[src/rtl/wis_ram.sv]
module wis_ram #(
  parameter int WIDTH = 8,
  parameter int DEPTH = 64
) (
  input  logic                     clk,
  input  logic                     wr_en,
  input  logic [$clog2(DEPTH)-1:0] wr_addr,
  input  logic [WIDTH-1:0]         wr_data,
  input  logic                     rd_en,
  input  logic [$clog2(DEPTH)-1:0] rd_addr,
  output logic [WIDTH-1:0]         rd_data
);

  logic [WIDTH-1:0] mem [DEPTH];

  always_ff @(posedge clk) begin
    if (wr_en) begin
      mem[wr_addr] <= wr_data;
    end
    if (rd_en) begin
      rd_data <= mem[rd_addr];
    end
  end

endmodule

[config.mk]
export PLATFORM = sky130hd
export DESIGN_NAME = wis_ram
export DESIGN_NICKNAME = d
export VERILOG_FILES = /design/src/rtl/wis_ram.sv
export SDC_FILE = /design/constraint.sdc
export NUM_CORES = 1
export LEC_CHECK = 0
export BUFFER_PORTS_ARGS = -buffer_cell sky130_fd_sc_hd__buf_2
export CAP_MARGIN = 20
export CORE_MARGIN = 5
export CORE_UTILIZATION = 25
export CTS_BUF_LIST = sky130_fd_sc_hd__clkbuf_8
export CTS_CLUSTER_SIZE = 24
export DETAILED_ROUTE_END_ITERATION = 7
export HOLD_SLACK_MARGIN = 0.1
export SLEW_MARGIN = 20
export SYNTH_ARGS = -nofsm -noshare
export SYNTH_HDL_FRONTEND = slang
export SYNTH_SLANG_ARGS = --single-unit
[constraint.sdc]
create_clock -name clk -period 2.05 [get_ports clk]
set_input_delay 0.41 -clock clk [delete_from_list [all_inputs] [get_ports clk]]
set_output_delay 0.41 -clock clk [all_outputs]
set_load 0.02 [all_outputs]
==> results of run 1 <==
-- synthesized netlist by cell type, drive strengths merged (2+ instances only) --
library cell	n	area share [%]
a211oi	4	0.15
nor4	2	0.062
nand3	13	0.32
a22oi	3	0.11
edfxtp	520	77
o2111ai	3	0.13
nand4	2	0.062
nor2	83	1.5
o41ai	2	0.087
nor3	7	0.17
o221a	2	0.11
o22ai	8	0.25
nand3b	3	0.11
o21ai	4	0.099
a221oi	6	0.26
o32ai	2	0.087
nor2b	14	0.43
buf	34	1.2
mux4	126	14
o2bb2ai	3	0.13
o221ai	8	0.35
a2111oi	2	0.087
nand2	19	0.35
mux2i	23	1.1
a21oi	3	0.074
o21a	2	0.074
mux2	13	0.72
clkbuf	17	0.32
nand2b	7	0.22
-- kinds of logic (layout without fill, tap and decap cells) --
family          count (synthesis)  in the layout  share of synthesized area [%]
other cells                     0              2                              0
flops                         520            520                          77.12
compound gates                 54             54                          2.064
simple gates                  153            153                          3.374
buf+inv                        51            339                          1.563
mux                           162            162                          15.88
-- registers in the layout, indices dropped and copies added (netlist names) --
register and count:
rd_data 8, mem 512
-- final timing paths --
| kind | from | slack (ns) | endpoint | cells past startpoint |
|---|---|---|---|---|
| worst min register to register | mem[18][0] | 0.89 | rd_data[0] | 4 |
| worst max register to register | mem[29][6] | 0.07 | rd_data[6] | 6 |
| worst min-delay path | rd_en | 0.17 | rd_data[1] | 1 |
| worst max-delay path | mem[29][6] | 0.07 | rd_data[6] | 6 |
-- routing by layer --
| metal | GRT usage, % | part of all wire (%) | vias to the layer above |
|---|---|---|---|
| li1 | - | - | 4401 |
| met1 | 14.56 | 43 | 5358 |
| met2 | 17.40 | 47 | 355 |
| met3 | 2.683 | 6.9 | 86 |
| met4 | 4.151 | 2.9 | 4 |
| met5 | 0 | 0.057 | - |
-- report_power, final --
| group | total [mW] | switching (mW) | internal (mW) |
|---|---|---|---|
| Sequential | 11.8 | 0.0335 | 11.8 |
| Combinational | 1.22 | 0.712 | 0.509 |
| Clock | 8.01 | 3.97 | 4.04 |
-- cell type report --
type / count / area (µm²)
Clock inverter: 63 / 335.3
Clock buffer: 83 / 1142
Tap cell: 1060 / 1326
Fill cell: 7856 / 56080
Antenna cell: 2 / 5.005
Timing Repair Buffer: 193 / 1540
Multi-Input combinational cell: 369 / 4372
Sequential cell: 520 / 15620
-- what timing repair did --
| action | CTS | global route |
|---|---|---|
| endpoints found under the setup margin | 4 | 4 |
| gates resized for setup | 5 | 7 |
| pin swaps | 1 | 1 |
-- stage by stage --
| stage | hold WS [ns] | setup TNS (ns) |
|---|---|---|
| detailed placement | 0.8316 | -3.807 |
| CTS | 0.1296 | 0 |
| global route | 0.1411 | -0.001730 |
| global placement | 0.8459 | -3.797 |
| finish | 0.1726 | 0 |
| floorplan | 0.5089 | -0.3211 |
==> reports/summary.txt, run 1 <==
Sequential fraction of the synthesis area = 77.12%
Routed WL = 47,530 µm
Hold-fix buffers, CTS = 0
Maximum vdd drop = 0.3502 mV
Clk Latency, worst-skew pair = 0.64 ns
EDFF count, synth = 520
Clk sinks = 520
GRT overflow = 0
Layout cells sized above 1 = 36.16%
Top FF cell, synth = edfxtp_1
I/O pin count = 31
Hold Crit Class = in -> reg
Starting density of the core = 25.18%
Async set or reset register ratio after synthesis = 0%
Util after Layout = 30.26%
Vias per cell = 4.456
Worst-margin pin slew = 0.7980 ns
Yosys reg bits = 520
Synthesized area = 0.02025 mm²
Die X = 294.6 µm
Final-report max-slew violation count = 0
Worst Slack Setup Final = 0.06707 ns
Via count of the first global-routing pass = 10.95k
Tcrit/Tclk final = 96.73%
Outcome = complete, no violations
Final setup viols = 0
Global-route wire length before repair = 71,170 µm
# Max-Cap Violations = 0
GRT Util Overall = 10.93%
Pre-antenna DRT Iters = 5
Slowest CP cell = mux4_2
CTS HTree Levels = 3
Syn Nets = 963
Crit path buf inv count = 1
YS warnings = 0
Fin nets = 1,190
Port Buffers = 30
Post-DP HPWL = 30,760 µm
Dpl cell area = 0.02279 mm²
Vias after detailed routing = 10.20k
Avg Inst Size Synth = 21.54 µm²
Total design power = 21.06 mW
Initial DRC count = 761
RSZ-0062 raised after global routing = true
Final ANT Viol Nets = 0
CTS buffer count = 83
Fmax = 504.3 MHz
CTS tree = built
Num rows = 104
Final period demand of the worst path = 1.983 ns
Critical-path maximum fanout = 1
Placer Congestion = 0.7911
CP endpoint kind = register
Crit path DAT = 2.36 ns
Setup WS pre-CTS = -0.5701 ns
Initial antenna violation count = 6
Max clock buf depth = 3
Synthesis-to-finish area growth = 20.20%
Clk slew on worst S/H paths = 0.06 ns
Unique masters post-synth = 39
Die height = 294.6 µm
Leak = 7.835 nW
Worst Setup Start Kind = register
Mapped Cells = 940
Cell family with most CP delay = multiplexers
Routed len/inst = 20.76 µm
Kind of critical path = reg -> reg
Root Driver = clkbuf_8
Non-Filler Instances = 2,290
Commonest cells after routing, fill and taps aside = edfxtp_1 (520), buf_4 (154), mux4_2 (126), clkbuf_8 (84), nor2_1 (80)
Setup Skew = 0.02408 ns
Slew margin rel. = 46.80%
Most common cell after layout, fill and taps aside = edfxtp_1
Core ar. = 0.08042 mm²
Critical Path Max Stage Delay = 0.48 ns
Power Dens Cells = 865.5 mW/mm²
Postcts setup bufs = 0
Finished Cell Area = 0.02434 mm²
Die ar. = 0.08678 mm²
Final hold vios = 0
Req. time, crit path = 2.43 ns
Drt drc = 0
Placed cell count = 2,142
CP Cell Sequence = mux4_2 > mux2_4 > o221a_2 > nor3_2 > buf_4 > o32ai_1
Largest net degree at the start of global routing = 65
Note: power is estimated with default switching activity, not from simulation.
==> run 2: changes to the inputs <==
Settings changed: CTS_BUF_LIST sky130_fd_sc_hd__clkbuf_8 to sky130_fd_sc_hd__clkbuf_16, SKIP_CTS_REPAIR_TIMING set to 1.
==> run 2 against run 1 <==
Via count decreased by 1.9%. Clock power increased by 12%. Clock-buffer cell count is 30 lower. Global-route usage fell by 0.11 points. Sequential power about the same. Non-clock buffer count unchanged. Die area is the same. First-iteration DRC count rose by 20%. Flip-flop and latch count did not move. Clock skew fell by 0.013 ns. Setup slack got worse by 0.039 ns. Cell area grew 0.50%. Largest power group unchanged.
==> reports/summary.txt, run 2 (synthesized netlist as in run 1, its figures left out) <==
Num rows = 104 (unchanged)
Starting density of the core = 25.18% (unchanged)
Core ar. = 0.08042 mm² (unchanged)
Worst R2R Start = mem[7][0]
RR Endpoint = rd_data[0]
Via count of the first global-routing pass = 10.57k (-3.4%)
Global-route wire length before repair = 70,420 µm (-1.0%)
Hold Crit Class = in -> reg
Critical-path maximum fanout = 1 (unchanged)
I/O pin count = 31 (unchanged)
GRT overflow = 0 (unchanged)
Largest Register = mem
CTS tree = built
Final-report max-slew violation count = 0 (unchanged)
Clk slew on worst S/H paths = 0.06 ns (about the same)
Hold path start = rd_en
Max FFs per register = 512 (unchanged)
Placer Congestion = 0.7911 (unchanged)
Post-DP HPWL = 30,760 µm (unchanged)
Root Driver = clkbuf_16
Outcome = complete, no violations
Slew margin rel. = 45.23% (-1.6 points)
Fill count = 7,784 (-0.92%)
Vias per cell = 4.479 (+0.53%)
# Max-Cap Violations = 0 (unchanged)
Worst Setup Start Kind = register
Worst setup startpoint = mem[7][0]
Routed WL = 47,090 µm (-0.94%)
Crit path DAT = 2.36 ns (about the same)
Setup_tns = 0 ns (unchanged)
Drt drc = 0 (unchanged)
Kind of critical path = reg -> reg
Final ANT Viol Nets = 0 (unchanged)
Hold Crit Depth = 1 (unchanged)
Clk sinks = 520 (unchanged)
GRT Util Overall = 10.82% (-0.11 points)
Clk Latency, worst-skew pair = 0.59 ns (-0.05 ns)
Vias after detailed routing = 10.01k (-1.9%)
Final hold vios = 0 (unchanged)
Commonest cells after routing, fill and taps aside = edfxtp_1 (520), buf_4 (154), mux4_2 (126), nor2_1 (81), clkbuf_16 (53)
Initial DRC count = 917 (+20%)
CTS HTree Levels = 2 (-1)
FF-to-FF setup slack = 0.03 ns (-0.04 ns)
Initial antenna violation count = 5 (-1)
Port Buffers = 30 (unchanged)
Hold Path Sink = rd_data[1]
Max clock buf depth = 3 (unchanged)
Setup Skew = 0.01135 ns (-0.01273 ns)
Worst-margin pin slew = 0.8215 ns (+0.02351 ns)
CTS buffer count = 52 (-37%)
Most common cell after layout, fill and taps aside = edfxtp_1
Reg2Reg Depth = 5 (-1)
Die height = 294.6 µm (unchanged)
Largest net degree at the start of global routing = 65 (unchanged)
Routed len/inst = 21.08 µm (+1.5%)
Die ar. = 0.08678 mm² (unchanged)
Final period demand of the worst path = 2.022 ns (+0.03905 ns)
Fin nets = 1,159 (-2.6%)
Maximum vdd drop = 0.6529 mV (+86%)
Req. time, crit path = 2.39 ns (-0.04 ns)
Final setup viols = 0 (unchanged)
Layout cells sized above 1 = 34.93% (-1.2 points)
Tcrit/Tclk final = 98.63% (+1.9 points)
Fmax = 494.6 MHz (-1.9%)
Die X = 294.6 µm (unchanged)
Synthesis-to-finish area growth = 20.79%
Leak = 7.826 nW (-0.11%)
Hold Slack = 0.2307 ns (+0.05810 ns)
RSZ-0062 raised after global routing = true
Power Dens Cells = 900.0 mW/mm² (+4.0%)
CP endpoint kind = register
Top flop regs = mem (512), rd_data (8)
Pre-antenna DRT Iters = 4 (-1)
run 2: changes by cell type in the layout (fill, tap and decap cells not counted), sizes merged:
| cell | previous run | this run |
|---|---|---|
| diode | 2 | 3 |
| inv | 30 | 18 |
| bufinv | 2 | 4 |
| clkinv | 24 | 12 |
| clkinvlp | 7 | 2 |
| clkbuf | 84 | 54 |
run 2: area by class of cell:
class	instances	area (µm²)	area share, %
antenna	3	7.507	0.03070
clock buffer	53	1326	5.423
timing repair buffer	193	1540	6.298
sequential	520	15620	63.85
clock inverter	36	269.0	1.100
multi-input combinational	369	4373	17.88
tap	1060	1326	5.423
run 2: how the worst max path moves through the flow:
stage            endpoint  cells past startpoint
3_3_place_gp   rd_data[0]                      8
6_report       rd_data[0]                      5
5_1_grt        rd_data[0]                      5
4_1_cts        rd_data[0]                      5
2_1_floorplan  rd_data[7]                      7
3_5_place_dp   rd_data[0]                      8
run 2: stage by stage:
step | setup slack [ns] | cells | utilization, % | area (µm²) | power (mW)
floorplan | -0.04529 | 940 | - | 20280 | 12.69
global placement | -0.5725 | 2142 | 28.35 | 22790 | 13.26
detailed placement | -0.5701 | 2142 | 28.35 | 22790 | 13.28
CTS | -0.05531 | 2231 | 30.33 | 24390 | 22.24
global route | -0.02811 | 2233 | 30.41 | 24450 | 22.78
finish | 0.02802 | 2234 | 30.41 | 24460 | 22.01
run 2: where the power goes:
| part | total, mW | switching, mW | internal, mW | leakage, nW |
|---|---|---|---|---|
| sequential | 11.8 | 0.0336 | 11.8 | 4.69 |
| combinational | 1.22 | 0.715 | 0.509 | 2.31 |
| clock | 8.96 | 3.81 | 5.15 | 0.834 |
run 2: layer usage:
layer | share of wire [%] | vias up | track usage (%)
met1 | 43 | 5316 | 14.45
met5 | 0.051 | - | 0
met3 | 6.6 | 77 | 2.502
met4 | 2.9 | 4 | 3.854
met2 | 48 | 292 | 17.42
li1 | - | 4318 | -
run 2: worst max-delay path: stages, from the launching register on:
cell and delay (ns):
edfxtp_1 0.35, mux4_2 0.51, mux4_2 0.54, nor2_4 0.15, nor3_1 0.07, o2bb2ai_1 0.14
==> run 3: changes to the inputs <==
Settings changed: ABC_AREA set to 1, BUFFER_PORTS_ARGS -buffer_cell sky130_fd_sc_hd__buf_2 to not set, CORE_UTILIZATION 25 to 57, DONT_BUFFER_PORTS set to 1, PLACE_DENSITY set to 0.75.
==> run 3 against run 2 <==
Routed wire length up 9.8%. First-iteration DRC count up 97%. Synthesized area increased by 5.8%. Fmax is 20% higher. Combinational power about the same. Highest routed layer is now met4. Critical path depth grew 6.
==> reports/summary.txt, run 3 <==
Outcome = complete, no violations
Fill count = 2,684 (-66%)
Die X = 203.9 µm (-31%)
CTS HTree Levels = 2 (unchanged)
Dpl cell area = 0.02223 mm² (-2.5%)
Num rows = 71 (-32%)
Clk slew on worst S/H paths = 0.06 ns (about the same)
RR Endpoint = rd_data[2]
Internal power = 17.46 mW (about the same)
Worst Slack Setup Final = 0.3699 ns (+0.3418 ns)
Setup_tns = 0 ns (unchanged)
Area of the multi-input gates = 0.004946 mm² (+13%)
Clock share of power = 41.1% (+0.4 points)
Util after Layout = 64.45% (+34 points)
Hold Crit Class = in -> reg
Core ar. = 0.03740 mm² (-53%)
Hold Slack = 0.1219 ns (-0.1087 ns)
Switch Pwr = 4.682 mW (+2.7%)
FF-to-FF setup slack = 0.55 ns (+0.52 ns)
Port Buffers = 0 (-100%)
FF/Latch Area = 0.01562 mm² (unchanged)
Met2 wire length = 24,390 µm (+8.9%)
Final setup viols = 0 (unchanged)
GRT Util Overall = 24.82% (+14 points)
Tcrit/Tclk final = 81.96% (-17 points)
Die ar. = 0.04155 mm² (-52%)
Synth area leaders = edfxtp_1 (73%), nand2_1 (11%), nand3_1 (10%)
Critical-path maximum fanout = 257 (+256)
Syn Nets = 1,828 (+90%)
Placer Congestion = 0.9141 (+16%)
Routed WL = 51,720 µm (+9.8%)
Post-route met1 wirelength = 19,810 µm (-1.9%)
Routed len/inst = 21.41 µm (+1.6%)
WL met3 = 5506 µm (+76%)
Hold Path Sink = rd_data[6]
DR top layer = met4
Synthesized area = 0.02142 mm² (+5.8%)
Async set or reset register ratio after synthesis = 0% (unchanged)
CP endpoint kind = register
Largest net degree at the start of global routing = 258 (+300%)
Synth area leader = edfxtp_1
Switching Share = 21.14% (+0.44 points)
CTS buffer count = 51 (-1.9%)
Max clock buf depth = 3 (unchanged)
Vias per cell = 5.921 (+32%)
Top flop regs = mem (512), rd_data (8)
Slew margin rel. = 52.60% (+7.4 points)
Yosys reg bits = 520 (unchanged)
I/O pin count = 31 (unchanged)
Top FF cell, synth = edfxtp_1
Sequential Power Share = 53.5% (-0.2 points)
Synthesis-to-finish area growth = 12.54%
RSZ-0062 raised after global routing = false
Max FFs per register = 512 (unchanged)
Final-report max-slew violation count = 0 (unchanged)
Worst-margin pin slew = 0.7103 ns (-0.1113 ns)
Total design power = 22.14 mW (+0.59%)
Vias after detailed routing = 14.30k (+43%)
Setup Skew = 0.01966 ns (+0.008307 ns)
CTS tree = built
Maximum vdd drop = 1.075 mV (+65%)
Final ANT Viol Nets = 0 (unchanged)
Root Driver = clkbuf_16
Avg Inst Size Synth = 11.87 µm² (-45%)
Comb pwr share = 5.4% (-0.2 points)
Initial antenna violation count = 1 (-4)
Layout cells sized above 1 = 10.14% (-25 points)
Clk Latency, worst-skew pair = 0.57 ns (-0.02 ns)
Hold path start = rd_addr[5]
Pre-antenna DRT Iters = 7 (+3)
Placed cell count = 2,313 (+8.0%)
# Max-Cap Violations = 0 (unchanged)
Top cells by count, synth = nand2_1 (648), edfxtp_1 (520), nand3_1 (439), nor2_1 (56), buf_2 (37)
Global-route wire length before repair = 79,120 µm (+12%)
Most common cell after layout, fill and taps aside = nand2_1
Largest Register = mem
Fin nets = 1,888 (+63%)
Req. time, crit path = 2.48 ns (+0.09 ns)
Top-count cell post-synth = nand2_1
Mapped Cells = 1,805 (+92%)
Final hold vios = 0 (unchanged)
Setup WS pre-CTS = 0.08344 ns (+0.6535 ns)
Finished Cell Area = 0.02410 mm² (-1.4%)
YS warnings = 0 (unchanged)
Via count of the first global-routing pass = 13.87k (+31%)
Sequential fraction of the synthesis area = 72.90% (-4.2 points)
Top-area cell type share of the netlist area = 72.90% (-4.2 points)
Unique masters post-synth = 15 (-62%)
Drt drc = 0 (unchanged)
Starting density of the core = 57.27% (+32 points)
Kind of critical path = in -> reg
Fmax = 595.2 MHz (+20%)
Die height = 203.9 µm (-31%)
Non-Filler Instances = 2,416 (+8.1%)
Worst R2R Start = mem[51][2]
Commonest cells after routing, fill and taps aside = nand2_1 (648), edfxtp_1 (520), nand3_1 (439), buf_4 (98), nor2_1 (56)
Reg2Reg Depth = 8 (+3)
GRT overflow = 0 (unchanged)
Power Dens Cells = 918.6 mW/mm² (+2.1%)
Crit path DAT = 2.11 ns (-0.25 ns)
Final period demand of the worst path = 1.680 ns (-0.3418 ns)
Initial DRC count = 1,805 (+97%)
Clk sinks = 520 (unchanged)
Hold Crit Depth = 2 (+1)
EDFF count, synth = 520 (unchanged)
Post-DP HPWL = 29,010 µm (-5.7%)
Leak = 8.825 nW (+13%)
Worst Setup Start Kind = primary input
run 3: cell types whose count changed in the layout (fill, tap and decap cells not counted), sizes merged, moves of 8 or more:
cell	delta
mux2	-13
nor2b	-14
mux4	-126
nand3	+426
nand2	+629
nor2	-27
mux2i	-23
buf	-74
o221ai	-8
clkinv	+10
o22ai	-8
run 3: worst max-delay path: stages:
cell and delay [ns]:
inv_6 0.40, buf_12 0.26, buf_4 0.17, nand2_1 0.05
nand3_1 0.06, nand3_1 0.11, nand2_1 0.08, nand2_1 0.06
nand3_1 0.15, nand3_1 0.10, nand2_1 0.08
run 3: kinds of logic (layout without fill, tap and decap cells):
family                 count (synthesis)  after routing  share of synthesized area, %
buffers and inverters                125            224                         4.007
flip-flops                           520            520                         72.90
other                                  0              1                             0
AND/OR/NAND/NOR                     1160           1160                         23.09
run 3: power groups by stage:
stage	logic [mW]	clock network, mW	registers, mW
after floorplan	0.827	0	12.1
after global placement	0.926	0	12.1
after detailed placement	0.948	0	12.1
after CTS	0.957	9.21	11.8
after global routing	1.31	9.67	11.8
final	1.20	9.10	11.8
run 3: area by class of cell:
| class | instances | area share [%] |
|---|---|---|
| Inverter | 12 | 0.2180 |
| Clock buffer | 53 | 5.502 |
| Tap cell | 511 | 2.652 |
| Multi-Input combinational cell | 1160 | 20.52 |
| Clock inverter | 39 | 1.272 |
| Sequential cell | 520 | 64.78 |
| Timing Repair Buffer | 120 | 5.045 |
| Antenna cell | 1 | 0.01038 |
run 3: layer usage:
metal	global-route usage [%]	vias up
li1	-	6474
met5	0	-
met2	39.59	824
met1	34.21	6856
met3	4.856	150
met4	9.925	0
run 3: how the worst max path moves through the flow:
stage	start	end	slack [ns]	depth (start not counted)
2_1_floorplan	wr_en	mem[48][0]	-0.13	3
3_3_place_gp	rd_addr[0]	rd_data[1]	0.08	11
3_5_place_dp	rd_addr[0]	rd_data[7]	0.08	11
4_1_cts	rd_data[5]	rd_data[5]	0.47	0
5_1_grt	rd_addr[0]	rd_data[3]	0.47	11
6_report	rd_addr[0]	rd_data[7]	0.37	11
